### src/hdl/wideband_lambda_control_tick_macros.svh
// assertion macros for the wideband lambda control tick block
// no dependencies; taken in by the files that carry assertions
`ifndef WIDEBAND_LAMBDA_CONTROL_TICK_MACROS_SVH
`define WIDEBAND_LAMBDA_CONTROL_TICK_MACROS_SVH

`ifndef SYNTH

// plain property, checked out of reset
`define WLCT_ASSERT(lbl, clk, rst_n, prop) \
  lbl: assert property (@(posedge clk) disable iff (!rst_n) (prop)) \
    else $error("wlct assertion failed");

// implication: ante on an edge requires cons on the same edge
`define WLCT_ASSERT_IMP(lbl, clk, rst_n, ante, cons) \
  lbl: assert property (@(posedge clk) disable iff (!rst_n) (ante) |-> (cons)) \
    else $error("wlct implication failed");

`else

`define WLCT_ASSERT(lbl, clk, rst_n, prop)
`define WLCT_ASSERT_IMP(lbl, clk, rst_n, ante, cons)

`endif

`endif

### src/hdl/wlct_pkg.sv
// shared types and constants of the wideband lambda control tick block
// no dependencies; used by the top level, the table and the divider
package wlct_pkg;

  localparam int TABLE_POINTS = 16;
  localparam int TBL_AW       = $clog2(TABLE_POINTS);

  localparam logic [15:0] LAMBDA_ONE = 16'd4096;
  localparam logic [9:0]  PUMP_PUSH  = 10'd650;
  localparam logic [9:0]  PUMP_PULL  = 10'd350;
  localparam logic [9:0]  HEAT_ON    = 10'd800;
  localparam logic [9:0]  HEAT_OFF   = 10'd0;

  localparam int CFG_IDX_W  = 3;
  localparam int CFG_DATA_W = 16;
  localparam logic [CFG_IDX_W-1:0] CFG_NERNST_TARGET = 3'd0;
  localparam logic [CFG_IDX_W-1:0] CFG_DEADBAND      = 3'd1;
  localparam logic [CFG_IDX_W-1:0] CFG_HEATER_TARGET = 3'd2;
  localparam logic [CFG_IDX_W-1:0] CFG_CURRENT_GAIN  = 3'd3;
  localparam logic [CFG_IDX_W-1:0] CFG_HEATER_INTVL  = 3'd4;

  localparam logic OP_TICK  = 1'b0;
  localparam logic OP_WRITE = 1'b1;

  // divider geometry
  localparam int DIV_N_W   = 32;
  localparam int DIV_D_W   = 16;
  localparam int DIV_CNT_W = $clog2(DIV_N_W + 1);

  typedef enum logic [3:0] {
    ST_IDLE,
    ST_SCALE,
    ST_CLAMP,
    ST_LOW,
    ST_HIGH,
    ST_SCAN,
    ST_MUL,
    ST_DIVGO,
    ST_DIV,
    ST_DONE
  } state_t;

  typedef struct packed {
    logic signed [15:0] x;
    logic [15:0]        y;
  } tbl_entry_t;

  typedef struct packed {
    logic              we;
    logic [TBL_AW-1:0] addr;
    tbl_entry_t        entry;
  } tbl_wr_t;

  typedef struct packed {
    logic busy;
    logic done;
  } div_stat_t;

endpackage

### src/hdl/wlct_stream_if.sv
// valid/ready channel interfaces for transactions into and out of the block
// depends on nothing; used by the top level
interface wlct_in_if;
  logic               valid;
  logic               ready;
  logic               operation;
  logic [11:0]        vgnd_raw;
  logic [11:0]        nernst_raw;
  logic [11:0]        pump_raw;
  logic [11:0]        pulse_low_raw;
  logic [11:0]        pulse_high_raw;
  logic [3:0]         point_index;
  logic signed [15:0] point_current;
  logic [15:0]        point_lambda;

  modport source (output valid, operation, vgnd_raw, nernst_raw, pump_raw,
                  pulse_low_raw, pulse_high_raw, point_index, point_current,
                  point_lambda, input ready);
  modport sink (input valid, operation, vgnd_raw, nernst_raw, pump_raw,
                pulse_low_raw, pulse_high_raw, point_index, point_current,
                point_lambda, output ready);
endinterface

interface wlct_out_if;
  logic        valid;
  logic        ready;
  logic [9:0]  pump_duty;
  logic [9:0]  heater_duty;
  logic [15:0] lambda_value;
  logic        heater_evaluated;

  modport source (output valid, pump_duty, heater_duty, lambda_value,
                  heater_evaluated, input ready);
  modport sink (input valid, pump_duty, heater_duty, lambda_value,
                heater_evaluated, output ready);
endinterface

### src/hdl/wideband_lambda_control_tick.sv
// wideband lambda sensor control tick: sequencer, shared multiplier, config registers
// depends on wlct_pkg, wlct_stream_if, wlct_table, wlct_div and the macro header
//
// Each input transaction is either a calibration point write or a control tick
// with raw ADC samples, and each one gives exactly one result transaction with
// the pump duty, heater duty and lambda now in force. The block handles one
// transaction at a time: in_ch.ready is high only while the sequencer is idle,
// and a finished result sits in the output register so that the next input can
// be taken while it waits. A point write goes straight to the result; a tick
// whose current lies at or beyond the first or last point takes that point's
// lambda; a tick interpolated on segment k (1 to TABLE_POINTS - 1) scans the
// table up to point k and then runs the divider, and a tick whose current falls
// in no segment scans every point. The time a tick takes is set by the table
// search, one entry a cycle through the single read port, and by the 32-step
// restoring divider that forms the interpolation quotient. Configuration writes
// through cfg_we/cfg_index/cfg_wdata land at the next clock edge.
// Table entries hold no reset value; a tick must only meet written points.
`include "wideband_lambda_control_tick_macros.svh"

module wideband_lambda_control_tick (
  input  logic                              clk,
  input  logic                              rst_n,
  wlct_in_if.sink                           in_ch,
  wlct_out_if.source                        out_ch,
  input  logic                              cfg_we,
  input  logic [wlct_pkg::CFG_IDX_W-1:0]    cfg_index,
  input  logic [wlct_pkg::CFG_DATA_W-1:0]   cfg_wdata
);
  import wlct_pkg::*;

  // configuration registers
  logic [11:0] nernst_tgt_r;
  logic [11:0] deadband_r;
  logic [11:0] heater_tgt_r;
  logic [15:0] gain_r;
  logic [7:0]  heater_intvl_r;

  // sequencer and architectural state
  state_t      state_r, state_nxt;
  logic [9:0]  pump_duty_r, pump_duty_nxt;
  logic [9:0]  heater_duty_r, heater_duty_nxt;
  logic [7:0]  tick_r, tick_nxt;
  logic [15:0] lambda_r, lambda_nxt;
  logic        eval_r, eval_nxt;
  logic        out_valid_r, out_valid_nxt;

  // latched samples and working registers
  logic [11:0]        vgnd_r, nernst_r, pump_r, pulse_lo_r, pulse_hi_r;
  logic signed [33:0] prod_r, prod_nxt;
  logic signed [15:0] c_r, c_nxt;
  tbl_entry_t         prev_r, prev_nxt;
  tbl_entry_t         seg0_r, seg0_nxt;
  tbl_entry_t         seg1_r, seg1_nxt;
  logic [TBL_AW-1:0]  k_r, k_nxt;
  logic               neg_r, neg_nxt;

  // output payload registers
  logic [9:0]  o_pump_r, o_heater_r;
  logic [15:0] o_lambda_r;
  logic        o_eval_r;

  logic in_accept;
  logic out_free;
  assign in_accept = in_ch.valid && in_ch.ready;
  assign out_free  = !out_valid_r || out_ch.ready;

  // ---------------------------------------------------------------------------
  // configuration port
  // ---------------------------------------------------------------------------
  always_ff @(posedge clk) begin
    if (!rst_n) begin
      nernst_tgt_r   <= 12'd369;
      deadband_r     <= 12'd41;
      heater_tgt_r   <= 12'd200;
      gain_r         <= 16'd1880;
      heater_intvl_r <= 8'd20;
    end else if (cfg_we) begin
      unique case (cfg_index)
        CFG_NERNST_TARGET: nernst_tgt_r   <= cfg_wdata[11:0];
        CFG_DEADBAND:      deadband_r     <= cfg_wdata[11:0];
        CFG_HEATER_TARGET: heater_tgt_r   <= cfg_wdata[11:0];
        CFG_CURRENT_GAIN:  gain_r         <= cfg_wdata[15:0];
        CFG_HEATER_INTVL:  heater_intvl_r <= cfg_wdata[7:0];
        default: ;
      endcase
    end
  end

  // ---------------------------------------------------------------------------
  // calibration table: written straight from the input channel on a point write
  // ---------------------------------------------------------------------------
  tbl_wr_t           tbl_wr;
  logic [TBL_AW-1:0] rd_addr;
  tbl_entry_t        rd_data;

  assign tbl_wr.we = in_accept && (in_ch.operation == OP_WRITE)
                     && (int'(in_ch.point_index) < TABLE_POINTS);
  assign tbl_wr.addr    = TBL_AW'(in_ch.point_index);
  assign tbl_wr.entry.x = in_ch.point_current;
  assign tbl_wr.entry.y = in_ch.point_lambda;

  wlct_table u_table (
    .clk     (clk),
    .wr      (tbl_wr),
    .rd_addr (rd_addr),
    .rd_data (rd_data)
  );

  // ---------------------------------------------------------------------------
  // comparison terms for the pump and heater rules, all in adc counts
  // ---------------------------------------------------------------------------
  logic signed [13:0] nernst_d, pulse_d;
  logic signed [13:0] nt_lo, nt_hi, ht_lo, ht_hi;

  assign nernst_d = $signed({2'b00, nernst_r}) - $signed({2'b00, vgnd_r});
  assign pulse_d  = $signed({2'b00, pulse_hi_r}) - $signed({2'b00, pulse_lo_r});
  assign nt_lo    = $signed({2'b00, nernst_tgt_r}) - $signed({2'b00, deadband_r});
  assign nt_hi    = $signed({2'b00, nernst_tgt_r}) + $signed({2'b00, deadband_r});
  assign ht_lo    = $signed({2'b00, heater_tgt_r}) - $signed({2'b00, deadband_r});
  assign ht_hi    = $signed({2'b00, heater_tgt_r}) + $signed({2'b00, deadband_r});

  logic [7:0] tick_inc;
  assign tick_inc = tick_r + 8'd1;

  // ---------------------------------------------------------------------------
  // shared multiplier: current scaling on a tick, then the interpolation product
  // ---------------------------------------------------------------------------
  logic signed [17:0] mul_a, mul_b;
  logic signed [35:0] mul_p;
  logic signed [16:0] dx, dy;

  assign dx = $signed({c_r[15], c_r}) - $signed({seg0_r.x[15], seg0_r.x});
  assign dy = $signed({1'b0, seg1_r.y}) - $signed({1'b0, seg0_r.y});

  always_comb begin
    if (state_r == ST_MUL) begin
      mul_a = {dx[16], dx};
      mul_b = {dy[16], dy};
    end else begin
      mul_a = $signed({6'd0, pump_r}) - $signed({6'd0, vgnd_r});
      mul_b = $signed({2'b00, gain_r});
    end
  end

  assign mul_p = mul_a * mul_b;

  // floor of the product over 256, then saturate to q4.12 range
  logic signed [33:0] c_full;
  assign c_full = prod_r >>> 8;

  // ---------------------------------------------------------------------------
  // divider for the interpolation quotient
  // ---------------------------------------------------------------------------
  logic               div_start;
  logic [DIV_N_W-1:0] div_num;
  logic [DIV_D_W-1:0] div_den;
  logic [DIV_N_W-1:0] div_q;
  div_stat_t          div_st;
  logic signed [33:0] prod_neg;
  logic signed [16:0] seg_w;

  assign prod_neg  = -prod_r;
  assign seg_w     = $signed({seg1_r.x[15], seg1_r.x}) - $signed({seg0_r.x[15], seg0_r.x});
  assign div_start = (state_r == ST_DIVGO);
  assign div_num   = prod_r[33] ? prod_neg[DIV_N_W-1:0] : prod_r[DIV_N_W-1:0];
  assign div_den   = seg_w[DIV_D_W-1:0];

  wlct_div u_div (
    .clk      (clk),
    .rst_n    (rst_n),
    .start    (div_start),
    .dividend (div_num),
    .divisor  (div_den),
    .stat     (div_st),
    .quotient (div_q)
  );

  // quotient magnitude never exceeds the lambda step of the segment
  logic signed [17:0] q_s;
  logic signed [18:0] y_sum;
  assign q_s   = neg_r ? -$signed({1'b0, div_q[16:0]}) : $signed({1'b0, div_q[16:0]});
  assign y_sum = $signed({3'b000, seg0_r.y}) + $signed({q_s[17], q_s});

  // ---------------------------------------------------------------------------
  // sequencer
  // ---------------------------------------------------------------------------
  always_comb begin
    state_nxt       = state_r;
    pump_duty_nxt   = pump_duty_r;
    heater_duty_nxt = heater_duty_r;
    tick_nxt        = tick_r;
    lambda_nxt      = lambda_r;
    eval_nxt        = eval_r;
    out_valid_nxt   = out_valid_r;
    prod_nxt        = prod_r;
    c_nxt           = c_r;
    prev_nxt        = prev_r;
    seg0_nxt        = seg0_r;
    seg1_nxt        = seg1_r;
    k_nxt           = k_r;
    neg_nxt         = neg_r;
    rd_addr         = '0;

    if (out_valid_r && out_ch.ready) begin
      out_valid_nxt = 1'b0;
    end

    unique case (state_r)
      ST_IDLE: begin
        if (in_accept) begin
          eval_nxt = 1'b0;
          if (in_ch.operation == OP_WRITE) begin
            state_nxt = ST_DONE;
          end else begin
            state_nxt = ST_SCALE;
          end
        end
      end

      ST_SCALE: begin
        // pump bang-bang with deadband, otherwise hold
        if (nernst_d < nt_lo) begin
          pump_duty_nxt = PUMP_PUSH;
        end else if (nernst_d > nt_hi) begin
          pump_duty_nxt = PUMP_PULL;
        end
        // heater runs every heater_interval ticks
        if (tick_inc >= heater_intvl_r) begin
          tick_nxt = '0;
          eval_nxt = 1'b1;
          if (pulse_d > ht_hi) begin
            heater_duty_nxt = HEAT_ON;
          end else if (pulse_d < ht_lo) begin
            heater_duty_nxt = HEAT_OFF;
          end
        end else begin
          tick_nxt = tick_inc;
        end
        prod_nxt  = mul_p[33:0];
        state_nxt = ST_CLAMP;
      end

      ST_CLAMP: begin
        if (c_full > 34'sd32767) begin
          c_nxt = 16'sh7fff;
        end else if (c_full < -34'sd32768) begin
          c_nxt = 16'sh8000;
        end else begin
          c_nxt = c_full[15:0];
        end
        rd_addr   = '0;
        state_nxt = ST_LOW;
      end

      ST_LOW: begin
        // rd_data is the first point
        if (c_r <= rd_data.x) begin
          lambda_nxt = rd_data.y;
          state_nxt  = ST_DONE;
        end else begin
          prev_nxt  = rd_data;
          rd_addr   = TBL_AW'(TABLE_POINTS - 1);
          state_nxt = ST_HIGH;
        end
      end

      ST_HIGH: begin
        // rd_data is the last point
        if (c_r >= rd_data.x) begin
          lambda_nxt = rd_data.y;
          state_nxt  = ST_DONE;
        end else begin
          rd_addr   = TBL_AW'(1);
          k_nxt     = TBL_AW'(1);
          state_nxt = ST_SCAN;
        end
      end

      ST_SCAN: begin
        // rd_data is point k, prev_r is point k-1
        if ((prev_r.x <= c_r) && (c_r <= rd_data.x)) begin
          if (rd_data.x == prev_r.x) begin
            lambda_nxt = prev_r.y;
            state_nxt  = ST_DONE;
          end else begin
            seg0_nxt  = prev_r;
            seg1_nxt  = rd_data;
            state_nxt = ST_MUL;
          end
        end else if (k_r == TBL_AW'(TABLE_POINTS - 1)) begin
          // no segment holds the current
          lambda_nxt = LAMBDA_ONE;
          state_nxt  = ST_DONE;
        end else begin
          prev_nxt  = rd_data;
          k_nxt     = k_r + 1'b1;
          rd_addr   = k_r + 1'b1;
        end
      end

      ST_MUL: begin
        prod_nxt  = mul_p[33:0];
        state_nxt = ST_DIVGO;
      end

      ST_DIVGO: begin
        neg_nxt   = prod_r[33];
        state_nxt = ST_DIV;
      end

      ST_DIV: begin
        if (div_st.done) begin
          if (y_sum < 19'sd0) begin
            lambda_nxt = '0;
          end else if (y_sum > 19'sd65535) begin
            lambda_nxt = 16'hffff;
          end else begin
            lambda_nxt = y_sum[15:0];
          end
          state_nxt = ST_DONE;
        end
      end

      ST_DONE: begin
        if (out_free) begin
          out_valid_nxt = 1'b1;
          state_nxt     = ST_IDLE;
        end
      end

      default: state_nxt = ST_IDLE;
    endcase
  end

  always_ff @(posedge clk) begin
    if (!rst_n) begin
      state_r       <= ST_IDLE;
      pump_duty_r   <= '0;
      heater_duty_r <= '0;
      tick_r        <= '0;
      lambda_r      <= LAMBDA_ONE;
      eval_r        <= 1'b0;
      out_valid_r   <= 1'b0;
    end else begin
      state_r       <= state_nxt;
      pump_duty_r   <= pump_duty_nxt;
      heater_duty_r <= heater_duty_nxt;
      tick_r        <= tick_nxt;
      lambda_r      <= lambda_nxt;
      eval_r        <= eval_nxt;
      out_valid_r   <= out_valid_nxt;
    end
  end

  // payload: samples latched on accept, working values, result register
  always_ff @(posedge clk) begin
    if (in_accept) begin
      vgnd_r     <= in_ch.vgnd_raw;
      nernst_r   <= in_ch.nernst_raw;
      pump_r     <= in_ch.pump_raw;
      pulse_lo_r <= in_ch.pulse_low_raw;
      pulse_hi_r <= in_ch.pulse_high_raw;
    end
    prod_r <= prod_nxt;
    c_r    <= c_nxt;
    prev_r <= prev_nxt;
    seg0_r <= seg0_nxt;
    seg1_r <= seg1_nxt;
    k_r    <= k_nxt;
    neg_r  <= neg_nxt;
    if ((state_r == ST_DONE) && out_free) begin
      o_pump_r   <= pump_duty_r;
      o_heater_r <= heater_duty_r;
      o_lambda_r <= lambda_r;
      o_eval_r   <= eval_r;
    end
  end

  assign in_ch.ready             = (state_r == ST_IDLE);
  assign out_ch.valid            = out_valid_r;
  assign out_ch.pump_duty        = o_pump_r;
  assign out_ch.heater_duty      = o_heater_r;
  assign out_ch.lambda_value     = o_lambda_r;
  assign out_ch.heater_evaluated = o_eval_r;

  // heater duty only moves on a tick that ran heater control
  `WLCT_ASSERT_IMP(a_heater_on_eval, clk, rst_n, heater_duty_r != $past(heater_duty_r), eval_r)
  // pump duty only ever holds one of its two drive values or the reset value
  `WLCT_ASSERT(a_pump_legal, clk, rst_n, pump_duty_r == '0 || pump_duty_r == PUMP_PUSH || pump_duty_r == PUMP_PULL)
  // the divider only runs while the sequencer waits on it
  `WLCT_ASSERT_IMP(a_div_in_state, clk, rst_n, div_st.busy || div_st.done, state_r == ST_DIV)
  // a new result only appears out of the finishing step
  `WLCT_ASSERT_IMP(a_result_from_done, clk, rst_n, $rose(out_valid_r), $past(state_r) == ST_DONE)

endmodule

### src/hdl/wlct_table.sv
// calibration table memory: one write port, one registered read port
// depends on wlct_pkg
module wlct_table (
  input  logic                              clk,
  input  wlct_pkg::tbl_wr_t                 wr,
  input  logic [wlct_pkg::TBL_AW-1:0]       rd_addr,
  output wlct_pkg::tbl_entry_t              rd_data
);
  import wlct_pkg::*;

  tbl_entry_t mem [TABLE_POINTS];

  always_ff @(posedge clk) begin
    if (wr.we) begin
      mem[wr.addr] <= wr.entry;
    end
  end

  always_ff @(posedge clk) begin
    rd_data <= mem[rd_addr];
  end

endmodule

### src/hdl/wlct_div.sv
// restoring divider, one quotient bit per cycle, unsigned operands
// depends on wlct_pkg and the assertion macro header
`include "wideband_lambda_control_tick_macros.svh"

module wlct_div (
  input  logic                           clk,
  input  logic                           rst_n,
  input  logic                           start,
  input  logic [wlct_pkg::DIV_N_W-1:0]   dividend,
  input  logic [wlct_pkg::DIV_D_W-1:0]   divisor,
  output wlct_pkg::div_stat_t            stat,
  output logic [wlct_pkg::DIV_N_W-1:0]   quotient
);
  import wlct_pkg::*;

  logic                 busy_r, busy_nxt;
  logic                 done_r, done_nxt;
  logic [DIV_CNT_W-1:0] cnt_r, cnt_nxt;
  logic [DIV_D_W-1:0]   rem_r, rem_nxt;
  logic [DIV_D_W-1:0]   den_r, den_nxt;
  logic [DIV_N_W-1:0]   quo_r, quo_nxt;
  logic [DIV_D_W:0]     rem_sh;
  logic [DIV_D_W+1:0]   trial;

  // shift in next dividend bit and try a subtract
  assign rem_sh = {rem_r, quo_r[DIV_N_W-1]};
  assign trial  = {1'b0, rem_sh} - {2'b00, den_r};

  always_comb begin
    busy_nxt = busy_r;
    done_nxt = 1'b0;
    cnt_nxt  = cnt_r;
    rem_nxt  = rem_r;
    den_nxt  = den_r;
    quo_nxt  = quo_r;
    if (start) begin
      busy_nxt = 1'b1;
      cnt_nxt  = DIV_CNT_W'(DIV_N_W);
      rem_nxt  = '0;
      den_nxt  = divisor;
      quo_nxt  = dividend;
    end else if (busy_r) begin
      if (trial[DIV_D_W+1]) begin
        rem_nxt = rem_sh[DIV_D_W-1:0];
        quo_nxt = {quo_r[DIV_N_W-2:0], 1'b0};
      end else begin
        rem_nxt = trial[DIV_D_W-1:0];
        quo_nxt = {quo_r[DIV_N_W-2:0], 1'b1};
      end
      cnt_nxt = cnt_r - 1'b1;
      if (cnt_r == DIV_CNT_W'(1)) begin
        busy_nxt = 1'b0;
        done_nxt = 1'b1;
      end
    end
  end

  always_ff @(posedge clk) begin
    if (!rst_n) begin
      busy_r <= 1'b0;
      done_r <= 1'b0;
      cnt_r  <= '0;
    end else begin
      busy_r <= busy_nxt;
      done_r <= done_nxt;
      cnt_r  <= cnt_nxt;
    end
  end

  always_ff @(posedge clk) begin
    rem_r <= rem_nxt;
    den_r <= den_nxt;
    quo_r <= quo_nxt;
  end

  assign stat.busy = busy_r;
  assign stat.done = done_r;
  assign quotient  = quo_r;

  `WLCT_ASSERT_IMP(a_div_no_restart, clk, rst_n, start, !busy_r)
  `WLCT_ASSERT_IMP(a_div_cnt_live, clk, rst_n, busy_r, cnt_r != '0)

endmodule
### src/flat_wrapper.sv
// flat-port wrapper written by rule: the top's interface ports become plain ports
module wideband_lambda_control_tick_flat import wlct_pkg::*;
  (clk, rst_n, cfg_we, cfg_index, cfg_wdata, in_ch_valid, in_ch_operation, in_ch_vgnd_raw, in_ch_nernst_raw, in_ch_pump_raw, in_ch_pulse_low_raw, in_ch_pulse_high_raw, in_ch_point_index, in_ch_point_current, in_ch_point_lambda, in_ch_ready, out_ch_valid, out_ch_pump_duty, out_ch_heater_duty, out_ch_lambda_value, out_ch_heater_evaluated, out_ch_ready);
  wlct_in_if in_ch_i ();
  wlct_out_if out_ch_i ();
  input  logic clk;
  input  logic rst_n;
  input  logic cfg_we;
  input  logic [wlct_pkg::CFG_IDX_W-1:0] cfg_index;
  input  logic [wlct_pkg::CFG_DATA_W-1:0] cfg_wdata;
  input wire logic [$bits(in_ch_i.valid)-1:0] in_ch_valid;
  input wire logic [$bits(in_ch_i.operation)-1:0] in_ch_operation;
  input wire logic [$bits(in_ch_i.vgnd_raw)-1:0] in_ch_vgnd_raw;
  input wire logic [$bits(in_ch_i.nernst_raw)-1:0] in_ch_nernst_raw;
  input wire logic [$bits(in_ch_i.pump_raw)-1:0] in_ch_pump_raw;
  input wire logic [$bits(in_ch_i.pulse_low_raw)-1:0] in_ch_pulse_low_raw;
  input wire logic [$bits(in_ch_i.pulse_high_raw)-1:0] in_ch_pulse_high_raw;
  input wire logic [$bits(in_ch_i.point_index)-1:0] in_ch_point_index;
  input wire logic [$bits(in_ch_i.point_current)-1:0] in_ch_point_current;
  input wire logic [$bits(in_ch_i.point_lambda)-1:0] in_ch_point_lambda;
  output wire logic [$bits(in_ch_i.ready)-1:0] in_ch_ready;
  output wire logic [$bits(out_ch_i.valid)-1:0] out_ch_valid;
  output wire logic [$bits(out_ch_i.pump_duty)-1:0] out_ch_pump_duty;
  output wire logic [$bits(out_ch_i.heater_duty)-1:0] out_ch_heater_duty;
  output wire logic [$bits(out_ch_i.lambda_value)-1:0] out_ch_lambda_value;
  output wire logic [$bits(out_ch_i.heater_evaluated)-1:0] out_ch_heater_evaluated;
  input wire logic [$bits(out_ch_i.ready)-1:0] out_ch_ready;
  assign in_ch_i.valid = in_ch_valid;
  assign in_ch_i.operation = in_ch_operation;
  assign in_ch_i.vgnd_raw = in_ch_vgnd_raw;
  assign in_ch_i.nernst_raw = in_ch_nernst_raw;
  assign in_ch_i.pump_raw = in_ch_pump_raw;
  assign in_ch_i.pulse_low_raw = in_ch_pulse_low_raw;
  assign in_ch_i.pulse_high_raw = in_ch_pulse_high_raw;
  assign in_ch_i.point_index = in_ch_point_index;
  assign in_ch_i.point_current = in_ch_point_current;
  assign in_ch_i.point_lambda = in_ch_point_lambda;
  assign in_ch_ready = in_ch_i.ready;
  assign out_ch_valid = out_ch_i.valid;
  assign out_ch_pump_duty = out_ch_i.pump_duty;
  assign out_ch_heater_duty = out_ch_i.heater_duty;
  assign out_ch_lambda_value = out_ch_i.lambda_value;
  assign out_ch_heater_evaluated = out_ch_i.heater_evaluated;
  assign out_ch_i.ready = out_ch_ready;
  wideband_lambda_control_tick u_core (.clk(clk), .rst_n(rst_n), .in_ch(in_ch_i), .out_ch(out_ch_i), .cfg_we(cfg_we), .cfg_index(cfg_index), .cfg_wdata(cfg_wdata));
endmodule
### config.mk
export PLATFORM = sky130hd
export DESIGN_NAME = wideband_lambda_control_tick_flat
export DESIGN_NICKNAME = d
export VERILOG_FILES = /design/src/hdl/wlct_pkg.sv /design/src/hdl/wlct_stream_if.sv /design/src/hdl/wideband_lambda_control_tick.sv /design/src/hdl/wlct_table.sv /design/src/hdl/wlct_div.sv /design/src/flat_wrapper.sv
export VERILOG_INCLUDE_DIRS = /design/src /design/src/hdl
export SDC_FILE = /design/constraint.sdc
export NUM_CORES = 2
export LEC_CHECK = 0
export ABC_AREA = 1
export BUFFER_PORTS_ARGS = -buffer_cell sky130_fd_sc_hd__clkbuf_2
export CAP_MARGIN = 20
export CORE_UTILIZATION = 25
export DETAILED_ROUTE_END_ITERATION = 10
export PLACE_DENSITY = 0.36
export SKIP_CTS_REPAIR_TIMING = 1
export SLEW_MARGIN = 10
export SYNTH_ARGS = -nofsm -noshare
export SYNTH_HDL_FRONTEND = slang
export SYNTH_SLANG_ARGS = --single-unit
### constraint.sdc
create_clock -name clk -period 16.6 [get_ports clk]
set_input_delay 0.83 -clock clk [delete_from_list [all_inputs] [get_ports clk]]
set_output_delay 0.83 -clock clk [all_outputs]
set_load 0.01 [all_outputs]
# Word-level counts from Yosys, hierarchy flattened
# Memory sizes are Yosys's and may differ from the RTL's. A register that Yosys moved wholly into a read port is not among the register bits.
# Cells that the tools add are included.
totals:
  mem_count: 1
  out_inout_bits: 39
  mem_bits_rw: 512
  inputBits: 121
  ff_bits: 430
  word_cells: 192
memory_table:
  columns: ["memory", "depth", "word_bits", "read_ports", "rd_clocked_by_memory_dff", "wr", "line_no", "source"]
  rows:
  - ["u_core.u_table.mem", 16, 32, 1, 1, 1, "wlct_table.sv:11", "tbl_entry_t mem [TABLE_POINTS];"]
op_classes:
  n_bitwise: 3
  add_sub_neg: 17
  n_mux: 60
  n_eq_ne: 28
  mul: 1
  n_reduce_logical: 32
  magnitude_cmp: 12
ops:
  columns: ["op", "count"]
  rows:
  - ["two-way mux 32 bit", 6]
  - ["two-way mux 16 bit", 10]
  - ["subtractor 12 x 12 -> 13 bit", 5]
  - ["case mux 16 bit (4 select lines)", 1]
  - ["case mux 32 bit (2 select lines)", 1]
  - ["two-way mux 4 bit", 15]
  - ["two-way mux 18 bit", 3]
  - ["two-way mux 10 bit", 4]
  - ["case mux 4 bit (10 select lines)", 1]
  - ["multiplier 18 x 18 -> 34 bit", 1]
  - ["subtractor 16 x 16 -> 17 bit", 2]
  - ["<= comparator 16 bit", 2]
  - ["negation 32 bit", 1]
  - ["> comparator 14 bit", 2]
  - ["< comparator 14 bit", 2]
  - ["adder 12 x 12 -> 13 bit", 2]
  - ["> comparator 26 x 16 -> 1 bit (second input constant)", 1]
  - ["< comparator 26 x 16 -> 1 bit (second input constant)", 1]
  - ["adder 17 x 18 -> 19 bit", 1]
  - ["> comparator 19 x 17 -> 1 bit (second input constant)", 1]
  - ["< comparator 19 x 1 -> 1 bit (second input constant)", 1]
  - ["negation 17 -> 18 bit", 1]
  - ["subtractor 17 x 16 -> 18 bit", 1]
  - ["equality test 16 bit", 1]
  - ["38 further kinds", 87]

# Depth between registers and ports, before layout
logic_depth:
  ltp_word: 8
  ltp_mapped: 42
  mapped_depth_nobuf: 41

# Modules after synthesis
# From an unflattened synthesis, not the netlist that was laid out.
unflattened:
  cells_unflattened: 6666
  hier_area_um2: 60284.1
by_module_without_submodules:
  columns: ["mod", "cells_per_inst", "n_inst", "seq_area_each_um2", "area_per_inst_um2"]
  rows:
  - ["wideband_lambda_control_tick", 4031, 1, 8848.5, 33383.3]
  - ["wlct_table", 2120, 1, 16015.4, 22730.6]
  - ["wlct_div", 515, 1, 1921.8, 4170.2]

# Least setup slack after synthesis
# OpenSTA, ideal clock, no wires.
synth_timing:
  path_kind: "register to register"
  from: "register u_core.pump_r[3]"
  to: "register u_core.prod_r[33] (data pin)"
  n_path_buf: 1
  arrival_ps: 7275
  slack_ps: 9072
  synth_period_minus_slack_ps: 7528
  setup_time_ps: 253
  required_time_ps: 16347
  path_stages_with_launch: 35
  path_cell_list: "edfxtp_1 > ha_1 > inv_1 > o21ai_1 > a31oi_1 > inv_1 > nand2_1 > nand2_1 > nand2_1 > o211ai_1 > nand2_1 > a21boi_2 > inv_1 > buf_2 > nor2_1 > inv_1 > fa_1 > inv_1 > fa_1 > inv_1 > fa_1 > fa_1 > inv_1 > fa_1 > inv_1 > fa_1 > inv_1 > ha_1 > a21oi_1 > o21ai_0 > a21oi_1 > o21ai_0 > a41oi_1 > nand3b_1 > nand2_1"
synth_via:
  elab_chain_len: 3
synth_rtl:
  columns: ["element", "line_no", "source"]
  rows:
  - ["start: declaration", "wideband_lambda_control_tick.sv:48", "logic [11:0] vgnd_r, nernst_r, pump_r, pulse_lo_r, pulse_hi_r;"]
  - ["start signal: assignment", "wideband_lambda_control_tick.sv:360", "pump_r <= in_ch.pump_raw;"]
  - ["subtractor 12 x 12 -> 13 bit", "wideband_lambda_control_tick.sv:140", "mul_a = $signed({6'd0, pump_r}) - $signed({6'd0, vgnd_r});"]
  - ["two-way mux 18 bit", "wideband_lambda_control_tick.sv:136", "if (state_r == ST_MUL) begin"]
  - ["multiplier 18 x 18 -> 34 bit", "wideband_lambda_control_tick.sv:145", "assign mul_p = mul_a * mul_b;"]
  - ["net u_core.mul_p[33]", "wideband_lambda_control_tick.sv:129", "logic signed [35:0] mul_p;"]
  - ["end signal: assignment", "wideband_lambda_control_tick.sv:364", "prod_r <= prod_nxt;"]
  - ["end: declaration", "wideband_lambda_control_tick.sv:49", "logic signed [33:0] prod_r, prod_nxt;"]
# The timed path passes the listed nets, and every way through them passes these cells.
# A chain may end at the register's enable or synchronous reset.

# Final worst setup path
layout_timing:
  from: "register u_core.seg0_r[0] in the netlist's numbering"
  to: "register u_core.prod_r[30] (data pin)"
layout_via:
  elab_chain_len: 3
layout_rtl:
  columns: ["element", "line_no", "source"]
  rows:
  - ["start: declaration", "wideband_lambda_control_tick.sv:52", "tbl_entry_t seg0_r, seg0_nxt;"]
  - ["start signal: assignment", "wideband_lambda_control_tick.sv:367", "seg0_r <= seg0_nxt;"]
  - ["subtractor 16 x 16 -> 17 bit", "wideband_lambda_control_tick.sv:133", "assign dy = $signed({1'b0, seg1_r.y}) - $signed({1'b0, seg0_r.y});"]
  - ["two-way mux 18 bit", "wideband_lambda_control_tick.sv:136", null]
  - ["multiplier 18 x 18 -> 34 bit", "wideband_lambda_control_tick.sv:145", null]
  - ["net u_core.mul_p[30]", "wideband_lambda_control_tick.sv:129", null]
# The timed path passes the listed nets, and every way through them passes these cells.

==> impl_metrics.ini <==
[drt]
wl_per_cell_um = 20.2
route.detailed.drc = 0
wirelength_um = 193000
vias = 42200
vias_per_cell = 4.41
drtPass1Iterations = 6
detail-route-antenna-nets = 0
first_iter_violations = 2408

[sta]
max-slew-margin-rel = 0.294
slew_violations = 0
fmax_mhz = 112
period_needed_ns = 8.92
holdWs_ns = 0.264
post-route-period-util = 0.537
worst_pin_slew_ns = 1.06
hold_viol_final = 0
skew_ns = 0.0656
grt_setup_unrepaired = no
tns_ns = 0
setup_viol = 0

[worst_hold_path]
hp-class = in -> reg

[clock_tree]
cts.clk_slew.worst_paths_ns = 0.06
cts_root_buf = clkbuf_16
cts_max_level = 3
cts_tree = yes
cts_sinks = 942
cts_buffers = 114
clockBufferDepth = 3
clkLatencyLatePin_ns = 0.77

[global_route]
grt_first_pass_wirelength_um = 289000
busiest_layer = met2
grtUsageMet1 = 0.227
grt_util_met2 = 0.265
grt_pass1_vias = 42800
gr-total-overflow = 0
track_usage = 0.163
grt_util_met3 = 0.0213
antenna_found_initial = 8
grt_max_degree = 154

[placed_design]
dp.final_hpwl_um = 134000
place_area_um2 = 63100
portBuffers = 150
place_inst = 9339
gp_congestion = 0.827

[logic_synthesis]
ys_seq_area_frac = 0.455
synth.top_cells.by_count = nand2_1 (1190), inv_1 (1021), edfxtp_1 (792)
synth-seq-cells = 942
synth.top_cell.area_share = 0.404
synthTopCellsByArea = edfxtp_1 (40%), fa_1 (11%), nand2_1 (7.6%), ha_1 (7.4%), inv_1 (6.5%)
ys_types = 59
synthFlopType = edfxtp_1
synth_area_um2 = 58900
yosysMostFrequentCell = nand2_1
syn_area_per_cell_um2 = 9.49
synthArstFlopShare = 0
synth-edff-count = 792
synth_top_area_cell = edfxtp_1
synthCells = 6203
ys_warn_count = 0

[critical_path]
max_stage_delay_ns = 0.62
worstSetupStartpointType = flip-flop
cp_max_fo = 13
arrival_ns = 9.37
critical_path.slowest_cell = fa_1
critical_path_class = reg -> reg
cpMostUsedCell = fa_1
cp.required_ns = 17.05
cp-end-kind = flip-flop

[status]
status = completed

[floorplanning]
die-area_um2 = 237000
start_util = 0.252
core_area_um2 = 233000
die_w_um = 487
die_h_um = 487
rows = 177
ios = 160

[finish]
areaGrowthSynthToFinish_pct = 13.9
nFillCells = 24600
fin_cells = 9562
finish.instance_area_um2 = 67100
fin_nets = 7109
drive_above_1_share = 0.0741

[run]
cap_violations = 0
critical path, delay by kind of cell (launching register included):
kind,cells,cell delay (ns)
adder cells (fa/ha/maj),9,4.32
AND/OR/NAND/NOR,11,1.58
AO/OA/AOI/OAI,6,1.28
buffers and inverters,5,0.78
flip-flops,1,0.40
XOR/XNOR,2,0.22
cells in the final DEF, fill, tap and decap left out, types with 22 or more instances in the layout:
| cell type | instances |
|---|---|
| inv_1 | 1018 |
| xor2_1 | 158 |
| o21ai_1 | 22 |
| ha_1 | 346 |
| buf_4 | 75 |
| xnor2_1 | 58 |
| clkbuf_16 | 116 |
| nor3_1 | 52 |
| nor2_1 | 391 |
| o211ai_1 | 22 |
| nand3b_1 | 104 |
| edfxtp_1 | 792 |
| o21ai_0 | 257 |
| nand2_1 | 1190 |
| clkbuf_1 | 22 |
| nand3_1 | 578 |
| clkinv_1 | 39 |
| nand4_1 | 30 |
| a21oi_1 | 272 |
| dfxtp_1 | 150 |
| a31oi_1 | 23 |
| clkbuf_2 | 150 |
| fa_1 | 319 |
sequential cells by signal, summed over array words and instances, names as in the netlist, 32 cells and up:
| name | count |
|---|---|
| u_core.seg0_r | 32 |
| u_core.u_div.quotient | 32 |
| u_core.seg1_r | 32 |
| u_core.prod_r | 34 |
| u_core.u_table.rd_data | 32 |
| u_core.u_table.mem | 512 |
| u_core.prev_r | 32 |
metal layers:
layer | share of wire | up-vias
met4 | 0.023 | 10
met5 | 0.00030 | -
met2 | 0.46 | 752
met3 | 0.036 | 192
li1 | - | 20500
met1 | 0.48 | 20700
layout make-up:
cell class | instances | area, um2 | share of cell area
clock inverter | 74 | 857 | 0.0128
sequential | 942 | 26800 | 0.399
clock buffer | 143 | 3050 | 0.0455
inverter | 1042 | 3920 | 0.0585
tap | 3132 | 3920 | 0.0584
antenna | 6 | 15.0 | 0.000224
timing repair buffer | 227 | 1350 | 0.0202
multi-input combinational | 3996 | 27200 | 0.405
kinds of logic (layout without fill, tap and decap cells):
| family | after synthesis | in the layout | synth area share |
|---|---|---|---|
| AND/OR/NAND/NOR | 2416 | 2416 | 0.179 |
| buffers and inverters | 1273 | 1486 | 0.0871 |
| flip-flops | 942 | 942 | 0.455 |
| AO/OA/AOI/OAI | 690 | 690 | 0.0646 |
| adder cells (fa/ha/maj) | 665 | 665 | 0.182 |
| XOR/XNOR | 216 | 216 | 0.0321 |
| other | 1 | 15 | 0.0000637 |
stage by stage:
step                       util  setup slack [ns]
after floorplan               -              9.07
after global placement    0.270              7.71
after detailed placement  0.271              7.76
after CTS                 0.287              7.65
after global routing      0.287              7.00
final                     0.287              7.69
worst paths after layout:
path | startpoint | end | slack (ns) | cells after the start
max | u_core.seg0_r[0] | u_core.prod_r[30] | 7.69 | 33
min | in_ch_nernst_raw[4] | u_core.nernst_r[4] | 0.26 | 1
max reg2reg | u_core.seg0_r[0] | u_core.prod_r[30] | 7.69 | 33
min reg2reg | u_core.lambda_r[10] | u_core.out_ch.lambda_value[10] | 0.43 | 0
Power is left out: the tool's default activity adds up to more than one toggle a clock period on the data nets, which glitch-free logic cannot reach.
